**src/rtl/core/dpmf_pkg.sv**
```systemverilog
// Shared types, constants and register codes of the dijet pair mass filter.
package dpmf_pkg;

	// Default store depth, in good jets.
	localparam int MAX_JETS_DEF = 16;

	// Field widths.
	localparam int PT_W     = 16;
	localparam int ETA_W    = 10;
	localparam int MOM_W    = 16;
	localparam int MINJ_W   = 5;
	localparam int DETA_W   = 10;
	localparam int MASS_W   = 16;
	localparam int GJ_W     = 5;

	// Smallest jet count that can form a pair.
	localparam int MIN_PAIR_JETS = 2;

	// Stream and register port geometry.
	localparam int S_TDATA_W = 96;
	localparam int M_TDATA_W = 8;
	localparam int APB_AW    = 4;
	localparam int APB_DW    = 32;

	// Register reset values.
	localparam logic [PT_W-1:0]   PT_THR_RST   = 16'd80;
	localparam logic [MINJ_W-1:0] MIN_JETS_RST = 5'd2;
	localparam logic [DETA_W-1:0] DETA_THR_RST = 10'd192;
	localparam logic [MASS_W-1:0] MASS_THR_RST = 16'd1600;

	// Register word indexes.
	typedef enum logic [1:0] {
		REG_PT_THR   = 2'd0,
		REG_MIN_JETS = 2'd1,
		REG_DETA_THR = 2'd2,
		REG_MASS_THR = 2'd3
	} reg_idx_t;

	// One stored good jet.
	typedef struct packed {
		logic        [MOM_W-1:0] energy;
		logic signed [MOM_W-1:0] pz;
		logic signed [MOM_W-1:0] py;
		logic signed [MOM_W-1:0] px;
		logic signed [ETA_W-1:0] eta;
	} jet_rec_t;

	localparam int REC_W = $bits(jet_rec_t);

	// Controller states.
	typedef enum logic [1:0] {
		ST_LOAD  = 2'd0,
		ST_WALK  = 2'd1,
		ST_DRAIN = 2'd2
	} ctrl_state_t;

	// Commands from controller to datapath.
	typedef struct packed {
		logic jet_load;
		logic issue;
		logic finish;
	} dp_cmd_t;

	// Status from datapath to controller.
	typedef struct packed {
		logic walk_empty;
		logic pair_last;
		logic pipe_busy;
	} dp_stat_t;

endpackage

```
**src/rtl/core/dpmf_ctrl.sv**
```systemverilog
// Controller: load, pair walk and drain sequencing plus result handshake.
module dpmf_ctrl import dpmf_pkg::*; (
	input  logic     clk,
	input  logic     arst_n,
	input  logic     s_valid,
	input  logic     s_last,
	output logic     s_ready,
	output logic     m_valid,
	input  logic     m_ready,
	input  dp_stat_t stat,
	output dp_cmd_t  cmd
);

	ctrl_state_t state_q, state_d;
	logic        out_valid_q;

	always_ff @(posedge clk or negedge arst_n) begin
		if (!arst_n) begin
			state_q     <= ST_LOAD;
			out_valid_q <= 1'b0;
		end else begin
			state_q <= state_d;
			if (cmd.finish) begin
				out_valid_q <= 1'b1;
			end else if (m_ready) begin
				out_valid_q <= 1'b0;
			end
		end
	end

	always_comb begin
		state_d      = state_q;
		s_ready      = 1'b0;
		cmd.jet_load = 1'b0;
		cmd.issue    = 1'b0;
		cmd.finish   = 1'b0;
		unique case (state_q)
			ST_LOAD: begin
				s_ready      = 1'b1;
				cmd.jet_load = s_valid;
				if (s_valid && s_last) begin
					state_d = ST_WALK;
				end
			end
			ST_WALK: begin
				cmd.issue = !stat.walk_empty;
				if (stat.walk_empty || stat.pair_last) begin
					state_d = ST_DRAIN;
				end
			end
			ST_DRAIN: begin
				// Wait for the last pair to leave the pipeline and for a free slot.
				if (!stat.pipe_busy && (!out_valid_q || m_ready)) begin
					cmd.finish = 1'b1;
					state_d    = ST_LOAD;
				end
			end
			default: begin
				state_d = ST_LOAD;
			end
		endcase
	end

	assign m_valid = out_valid_q;

endmodule

```
**config.mk**
```make
export PLATFORM = sky130hd
export DESIGN_NAME = dpmf_ctrl
export DESIGN_NICKNAME = d
export VERILOG_FILES = /design/src/rtl/core/dpmf_pkg.sv /design/src/rtl/core/dpmf_ctrl.sv
export SDC_FILE = /design/constraint.sdc
export NUM_CORES = 1
export LEC_CHECK = 0
export ABC_AREA = 1
export BUFFER_PORTS_ARGS = -buffer_cell sky130_fd_sc_hd__buf_4
export CELL_PAD_IN_SITES_DETAIL_PLACEMENT = 2
export CELL_PAD_IN_SITES_GLOBAL_PLACEMENT = 2
export CORE_AREA = 4 4 41 43
export CTS_CLUSTER_SIZE = 12
export DETAILED_ROUTE_END_ITERATION = 16
export DIE_AREA = 0 0 45 47
export PLACE_DENSITY_LB_ADDON = 0.1
export REMOVE_ABC_BUFFERS = 1
export SLEW_MARGIN = 0
export SYNTH_ARGS = -nofsm -noshare
export SYNTH_HDL_FRONTEND = slang
export SYNTH_SLANG_ARGS = --single-unit
export TNS_END_PERCENT = 10
```
**constraint.sdc**
```tcl
create_clock -name clk -period 1.44 [get_ports clk]
set_clock_uncertainty 0.15 [all_clocks]
set_input_delay 0.432 -clock clk [delete_from_list [all_inputs] [get_ports clk]]
set_output_delay 0.432 -clock clk [all_outputs]
set_load 0.005 [all_outputs]
```
==> reports/results.txt, run 1 <==
status = finished, violations left
failing checks = setup timing
headroom to the max-slew limit = 89.8%
Cells after Synth = 22
Sw Ratio = 32.2%
dpl hpwl = 447 um
initial antenna violation count = 0
core area = 1300 um2
Peak supply drop = 0.347 mV
total die area = 2120 um2
crit-path cells = nor2_4, inv_2, nor2_2, buf_4
Max Cap Violations = 0
Crit Path Class = reg2out
Synth Register Bits = 3
DR pass1 iterations = 1
CP max stage cell = dfrtp_2
CTS root buf = clkbuf_4
HP Class = in2reg
Crit. End Element = output pin
DR vias = 214
clk sinks = 3
Syn. warnings = 0
final WL = 547 um
Cell variety after synth = 10
Mapped Avg Cell Area = 7.45 um2
worst setup margin = -0.185 ns
required time of the critical path = 0.86 ns
CTS tree = yes
pre-CTS setup slack = -0.0413 ns
die width = 45 um
CP max stage delay = 0.44 ns
crit path time final = 1.62 ns
NetSw = 156 uW
Antenna Cells = 0
final setup fails = 4
Routed WL per cell = 9.60 um
hold_ws = 0.232 ns
Slew Limit Fails = 0
gpl congestion = 0.630
clock transition at the registers of the reported paths = 0.04 ns
WP data arrival = 1.04 ns
critical path launch point type = register
fmax = 615 MHz
setup repair after global routing missed its margin = yes
mux cell area share after synthesis = 0%
Fillers = 162
worst-case clock buffer depth = 2
GRT Util Overall = 7.75%
routed vias/inst = 3.75
H-tree lvl count = 1
Routed Antenna Nets = 0
PwrDens = 1420 nW/um2
grt ovf = 0
cts bufs inserted = 3
Flop pwr share = 28.3%
Final Cycle Share = 113%
Post-Synth XOR/XNOR Area = 0%
DRC violations left = 0
vias in the first global route = 275
nets@finish = 51
later-pin clock latency in the skew report = 0.24 ns
largest family of logic cells by synthesized area = simple AND/OR/NAND/NOR gates
worst-path maximum fanout = 4
synthesized cell area = 164 um2
I/O Buffers = 12
Layout Cell Area excl Fill = 340 um2
internal power = 328 uW
Gate power share = 40.1%
layout cell share with drive strength beyond 1 = 57.1%
area added between synthesis and finish = 108%
Reg2Reg Setup Slack = 0.30 ns
Synth Area in Compound Gates = 9.16%
Clock power frac = 31.6%
Ports = 13
Synth Area in Adders = 0%
wire length of the first global-routing pass = 1060 um
initial core utilization = 12.6%
Simple-Gate Fraction of Synth Area = 35.9%
Die H = 47 um
register area share after synthesis = 45.8%
pin count of the biggest net entering global routing = 5
Leak Pwr = 0.000174 uW
Slew @ Worst Pin = 0.152 ns
row count = 13
Final Hold Viols = 0
area post-placement = 288 um2
initial drt markers = 0
-- routing by layer --
metal	GRT usage, %	wire length, um	vias up
met4	12.3	28	0
met5	0	0	-
met2	11.9	299	8
met3	1.15	29	3
met1	7.29	189	97
li1	-	-	106
-- sequential cells by signal, summed over array words and instances (netlist names) --
register	cells
m_valid	1
state_q	2
-- synth_stat cells --
master   n  area share (%)
inv_2    1             2.3
nand2_1  5              11
a21oi_1  1             3.1
nor2_1   4             9.2
o21ai_1  2             6.1
nor3b_2  1             7.6
nor2_2   1             3.8
or2_1    1             3.8
dfrtp_1  3              46
inv_1    3             6.9
-- layout make-up --
class                      instances  area, um2  share of cell area [%]
clock buffer                       4       26.3                    7.72
sequential                         3       76.3                    22.4
timing repair buffer              16        123                    36.0
multi-input combinational         15       81.3                    23.9
tap                               15       18.8                    5.51
inverter                           4       15.0                    4.41
-- timing repair --
item / 4_1_cts / 5_1_grt
buffers inserted: 1 / 0
resized for setup: 0 / 4
hold buffers: 1 / 0
hold endpoints to repair: 3 / 0
pin swaps: 3 / 2
setup endpoints to repair: 4 / 4
-- power groups by stage --
| stage | combinational, uW | sequential [uW] | clock [uW] |
|---|---|---|---|
| 6_report | 194 | 137 | 153 |
| 5_1_grt | 227 | 140 | 172 |
| 4_1_cts | 189 | 134 | 160 |
| 3_5_place_dp | 171 | 135 | 0 |
| 3_3_place_gp | 168 | 134 | 0 |
| 2_1_floorplan | 70.0 | 131 | 0 |
-- stage by stage --
stage | util, % | power (uW) | setup TNS, ns | std cells
3_5_place_dp | 22.1 | 306 | -0.0413 | 51
5_1_grt | 26.2 | 539 | -0.846 | 57
4_1_cts | 25.5 | 483 | -0.591 | 57
3_3_place_gp | 22.1 | 302 | -0.0292 | 51
6_report | 26.2 | 483 | -0.527 | 57
2_1_floorplan | - | 201 | 0 | 22
-- critical path: cells and delay by family (launching register included) --
family | cells | cell delay, ns
AND/OR/NAND/NOR | 2 | 0.22
flip-flops | 1 | 0.44
buffers and inverters | 2 | 0.15
-- cell families after synthesis --
logic type             Yosys count
AO/OA/AOI/OAI                    3
flip-flops                       3
buffers and inverters            4
AND/OR/NAND/NOR                 12
-- cell usage in the layout (no fill, tap or decap), drive strengths merged --
master / count
or2: 1
a21oi: 1
nand2: 5
dlygate4sd3: 1
dfrtp: 3
nor3b: 1
buf: 15
o21ai: 2
clkbuf: 4
inv: 4
nor2: 5
-- path summary, 6_finish.rpt --
check,start,to,cells after the start
max in group asynchronous,arst_n,state_q[0],2
hold / removal,stat[0],m_valid,2
setup / recovery,state_q[0],cmd[0],4
min in group asynchronous,arst_n,state_q[1],2
setup reg to reg,state_q[1],state_q[1],5
hold reg to reg,m_valid,m_valid,2
Note: power is estimated with default switching activity, not from simulation.
==> inputs of run 2 (changes only) <==
--- a/config.mk
+++ b/config.mk
@@ -12,3 +12,3 @@
 export CORE_AREA = 4 4 41 43
-export CTS_CLUSTER_SIZE = 12
+export CTS_CLUSTER_SIZE = 8
 export DETAILED_ROUTE_END_ITERATION = 16
@@ -17,2 +17,3 @@
 export REMOVE_ABC_BUFFERS = 1
+export SETUP_SLACK_MARGIN = 0.3
 export SLEW_MARGIN = 0
--- a/constraint.sdc
+++ b/constraint.sdc
@@ -4,2 +4,2 @@
 set_output_delay 0.432 -clock clk [all_outputs]
-set_load 0.005 [all_outputs]
+set_load 0.01 [all_outputs]
==> run 2 against run 1 <==
Net effect: sequential cell count is the same; non-clock buffer count is the same; fmax shrank 0.74%; sequential power is essentially flat; wire length grew 1.3%; core utilization grew 0.87 points; highest routed layer unchanged; worst hold slack is essentially flat; the run still ends with setup timing left; critical path type unchanged; clock power is essentially flat; final area grew 3.3%.
==> reports/results.txt, run 2 (synthesized netlist as in run 1, its figures left out) <==
status = finished, violations left
failing checks = setup timing
total die area = 2120 um2 (unchanged)
area post-placement = 288 um2 (unchanged)
Final Hold Viols = 0 (unchanged)
Largest register FFs = 2 (unchanged)
clk sinks = 3 (unchanged)
layout cell share with drive strength beyond 1 = 59.5% (+2.4 points)
row count = 13 (unchanged)
critical path launch point type = register
Layout Cell Area excl Fill = 352 um2 (+3.3%)
Ports = 13 (unchanged)
wire length of the first global-routing pass = 1060 um (unchanged)
vias in the first global route = 275 (unchanged)
Final Cycle Share = 114% (+0.84 points)
WP data arrival = 1.05 ns (about the same)
worst setup margin = -0.197 ns (-0.0121 ns)
Slew @ Worst Pin = 0.152 ns (unchanged)
area added between synthesis and finish = 115%
nets@finish = 51 (unchanged)
core area = 1300 um2 (unchanged)
Die H = 47 um (unchanged)
gpl congestion = 0.630 (unchanged)
Leak Pwr = 0.000176 uW (+0.59%)
CTS tree = yes
grt ovf = 0 (unchanged)
CTS root buf = clkbuf_4
H-tree lvl count = 1 (unchanged)
most common cell after layout, fill and taps aside = buf_4
PwrDens = 1460 nW/um2 (+2.6%)
Slew Limit Fails = 0 (unchanged)
initial core utilization = 12.6% (unchanged)
Peak supply drop = 0.358 mV (+3.0%)
initial drt markers = 0 (unchanged)
headroom to the max-slew limit = 89.8% (unchanged)
Non-Filler Instances = 57 (unchanged)
DR vias = 214 (unchanged)
Crit. End Element = output pin
fmax = 611 MHz (-0.74%)
required time of the critical path = 0.86 ns (about the same)
pin count of the biggest net entering global routing = 5 (unchanged)
worst-case clock buffer depth = 2 (unchanged)
Top reg by flops = state_q
setup repair after global routing missed its margin = yes
DRC violations left = 0 (unchanged)
Max Cap Violations = 0 (unchanged)
Antenna Cells = 0 (unchanged)
I/O Buffers = 12 (unchanged)
DR pass1 iterations = 1 (unchanged)
GRT Util Overall = 7.75% (unchanged)
commonest non-fill, non-tap cells in the layout = buf_4 (14), nand2_1 (5), clkbuf_4 (3)
Routed Antenna Nets = 0 (unchanged)
Crit Path Class = reg2out
Routed WL per cell = 9.72 um (+1.3%)
HP Class = in2reg
final WL = 554 um (+1.3%)
later-pin clock latency in the skew report = 0.24 ns (about the same)
Inst Count DP = 51 (unchanged)
cts bufs inserted = 3 (unchanged)
final setup fails = 4 (unchanged)
worst-path maximum fanout = 4 (unchanged)
crit path time final = 1.64 ns (+0.0121 ns)
dpl hpwl = 447 um (unchanged)
initial antenna violation count = 0 (unchanged)
clock transition at the registers of the reported paths = 0.04 ns (about the same)
die width = 45 um (unchanged)
routed vias/inst = 3.75 (unchanged)
run 2: worst max-delay path, stage by stage, from the launching register on:
cell and delay [ns]:
dfrtp_2 0.44, nor2_4 0.13, inv_2 0.05, nor2_4 0.10, buf_6 0.10
run 2: per-stage QoR:
stage                     worst slack [ns]  utilization (%)  hold WS (ns)  setup TNS [ns]  power, uW
after CTS                           -0.239             25.5         0.227          -0.635        498
after global placement             -0.0376             22.1        0.0714         -0.0376        317
after floorplan                      0.114                -       -0.0136               0        216
final                               -0.197             27.0         0.232          -0.573        512
after detailed placement           -0.0496             22.1        0.0720         -0.0496        322
after global routing                -0.274             27.0         0.228          -0.875        568
run 2: metal layers:
layer / global-route usage (%) / routed length, um / vias up
li1: - / - / 106
met1: 7.29 / 189 / 97
met2: 11.9 / 306 / 8
met3: 1.15 / 29 / 3
met4: 12.3 / 28 / 0
met5: 0 / 0 / -
run 2: final cells by class:
cell class,instances,area [um2]
flip-flops and latches,3,76.3
clock buffers,4,26.3
inverters,4,15.0
well taps,15,18.8
multi-input cells,15,88.8
fillers,164,950
repair buffers,16,126
run 2: path summary, 6_finish.rpt:
check	start	end	slack, ns	cells after the start
max in group asynchronous	arst_n	state_q[0]	0.66	2
min	stat[0]	m_valid	0.23	2
min in group asynchronous	arst_n	state_q[1]	0.38	2
max reg2reg	state_q[1]	state_q[1]	0.31	5
min reg2reg	m_valid	m_valid	0.38	2
max	state_q[0]	cmd[0]	-0.20	4
run 2: where the power goes:
group          switching, uW  internal, uW
clock                   48.8           104
sequential              26.3           110
combinational            102           120
total                    178           335
run 2: repair_timing:
item | CTS | global route
resized for setup | 0 | 7
pin swaps | 3 | 2
endpoints found under the hold margin | 3 | 0
endpoints found under the setup margin | 5 | 7
hold buffers | 1 | 0
setup buffers | 1 | 0
==> inputs of run 3 (changes only) <==
RECOVER_POWER = 100   (was default)
==> run 3 against run 2 <==
Net effect: the flow still finishes with violations (setup timing); sequential cell count is the same; wire length shrank 0.36%; setup slack is the same; final cell count is the same; sequential share of layout area grew 0.23 points; global-route usage is the same; worst hold slack is the same; fmax is the same; power shrank 0.25%; register-to-register slack is essentially flat; critical path type unchanged; critical endpoint unchanged; largest power group unchanged.
==> reports/results.txt, run 3 (synthesized netlist as in run 1, its figures left out) <==
dpl hpwl = 447 um (unchanged)
Antenna Cells = 0 (unchanged)
fmax = 611 MHz (unchanged)
Top reg by flops = state_q
crit path time final = 1.64 ns (unchanged)
setup TNS = -0.573 ns (unchanged)
I/O Buffers = 12 (unchanged)
later-pin clock latency in the skew report = 0.24 ns (about the same)
Die H = 47 um (unchanged)
initial core utilization = 12.6% (unchanged)
Largest register FFs = 2 (unchanged)
final setup fails = 4 (unchanged)
Layout Cell Area excl Fill = 348 um2 (-1.1%)
cts bufs inserted = 3 (unchanged)
WP data arrival = 1.05 ns (about the same)
hold depth = 2 (unchanged)
initial antenna violation count = 0 (unchanged)
Routed WL per cell = 9.68 um (-0.36%)
core area = 1300 um2 (unchanged)
Sw Ratio = 34.7% (+0.066 points)
Max Cap Violations = 0 (unchanged)
pre-CTS setup slack = -0.0496 ns (unchanged)
area added between synthesis and finish = 112%
status = finished, violations left
Final Hold Viols = 0 (unchanged)
worst-case clock buffer depth = 2 (unchanged)
CTS tree = yes
nets@finish = 51 (unchanged)
Fillers = 166 (+1.2%)
most common cell after layout, fill and taps aside = buf_4
headroom to the max-slew limit = 89.8% (unchanged)
CTS root buf = clkbuf_4
wire length of the first global-routing pass = 1060 um (unchanged)
initial drt markers = 0 (unchanged)
Flop pwr share = 26.8% (about the same)
vias in the first global route = 275 (unchanged)
CP max stage cell = dfrtp_2
final WL = 552 um (-0.36%)
Slew @ Worst Pin = 0.152 ns (unchanged)
row count = 13 (unchanged)
hold endpoint = m_valid
die width = 45 um (unchanged)
NetSw = 177 uW (about the same)
pin count of the biggest net entering global routing = 5 (unchanged)
gpl congestion = 0.630 (unchanged)
layout cell share with drive strength beyond 1 = 57.1% (-2.4 points)
internal power = 334 uW (-0.35%)
Peak supply drop = 0.356 mV (-0.52%)
GRT Util Overall = 7.75% (unchanged)
Final Cycle Share = 114% (unchanged)
Crit. End Element = output pin
CP max stage delay = 0.44 ns (about the same)
H-tree lvl count = 1 (unchanged)
area post-placement = 288 um2 (unchanged)
required time of the critical path = 0.86 ns (about the same)
grt ovf = 0 (unchanged)
critical path launch point type = register
commonest non-fill, non-tap cells in the layout = buf_4 (13), nand2_1 (5), clkbuf_4 (3)
Hold Startpoint = stat[0]
Power Total = 511 uW (-0.25%)
Slew Limit Fails = 0 (unchanged)
Crit Path Class = reg2out
Leak Pwr = 0.000172 uW (-2.1%)
DR vias = 214 (unchanged)
worst setup margin = -0.197 ns (unchanged)
crit-path cells = nor2_4, inv_2, nor2_4, buf_6
hold_ws = 0.232 ns (unchanged)
R2R depth = 5 (unchanged)
setup repair after global routing missed its margin = yes
routed vias/inst = 3.75 (unchanged)
Ports = 13 (unchanged)
clk sinks = 3 (unchanged)
reg-to-reg startpoint = state_q[1]
Gate power share = 43.3% (about the same)
clock transition at the registers of the reported paths = 0.04 ns (about the same)
DRC violations left = 0 (unchanged)
PwrDens = 1470 nW/um2 (+0.83%)
worst-path maximum fanout = 4 (unchanged)
DR pass1 iterations = 1 (unchanged)
Most Frequent Cell on Critical Path = nor2_4
failing checks = setup timing
Reg2Reg Setup Slack = 0.31 ns (about the same)
r2r endpoint = state_q[1]
HP Class = in2reg
total die area = 2120 um2 (unchanged)
Clock power frac = 29.9% (about the same)
Routed Antenna Nets = 0 (unchanged)
[run 3: changes by cell type in the layout (fill, tap and decap cells not counted), sizes merged]
cell / before / now
clkbuf: 4 / 5
buf: 15 / 14
[run 3: power by group through the flow]
stage / sequential, uW / clock [uW] / combinational (uW)
2_1_floorplan: 135 / 0 / 81.1
3_3_place_gp: 134 / 0 / 184
3_5_place_dp: 135 / 0 / 187
4_1_cts: 134 / 160 / 204
5_1_grt: 140 / 172 / 254
6_report: 137 / 153 / 221
[run 3: cell type report]
type | instances | area [um2] | area share, %
multi-input combinational | 15 | 88.8 | 25.5
sequential | 3 | 76.3 | 21.9
timing repair buffer | 16 | 123 | 35.3
clock buffer | 4 | 26.3 | 7.55
inverter | 4 | 15.0 | 4.32
tap | 15 | 18.8 | 5.40
[run 3: layer usage]
layer | vias up | share of wire, % | track usage, %
li1 | 106 | - | -
met1 | 97 | 34 | 7.29
met2 | 8 | 55 | 11.9
met3 | 3 | 5.3 | 1.15
met4 | 0 | 5.1 | 12.3
met5 | - | 0 | 0
[run 3: timing repair]
action,in CTS,in global routing
hold buffers,1,0
hold endpoints to repair,3,0
gates resized for setup,0,7
pin swaps,3,2
buffers inserted,1,0
endpoints found under the setup margin,5,7
[run 3: how the worst max path moves through the flow]
stage          slack (ns)        from  cells after the start     end
2_1_floorplan        0.11  state_q[0]                      3  cmd[0]
3_3_place_gp        -0.04     m_ready                      6  cmd[0]
3_5_place_dp        -0.05     m_ready                      6  cmd[0]
4_1_cts             -0.24  state_q[1]                      5  cmd[0]
5_1_grt             -0.27  state_q[0]                      4  cmd[0]
6_report            -0.20  state_q[0]                      4  cmd[0]
[run 3: per-stage QoR]
step                      utilization [%]  std cells
after floorplan                         -         22
after global routing                 26.7         57
after global placement               22.1         51
after detailed placement             22.1         51
after CTS                            25.5         57
final                                26.7         57
[run 3: worst max-delay path: cells and delay by family (launching register included)]
kind                   cells  cell delay [ns]
flip-flops                 1             0.44
AND/OR/NAND/NOR            2             0.23
buffers and inverters      2             0.15
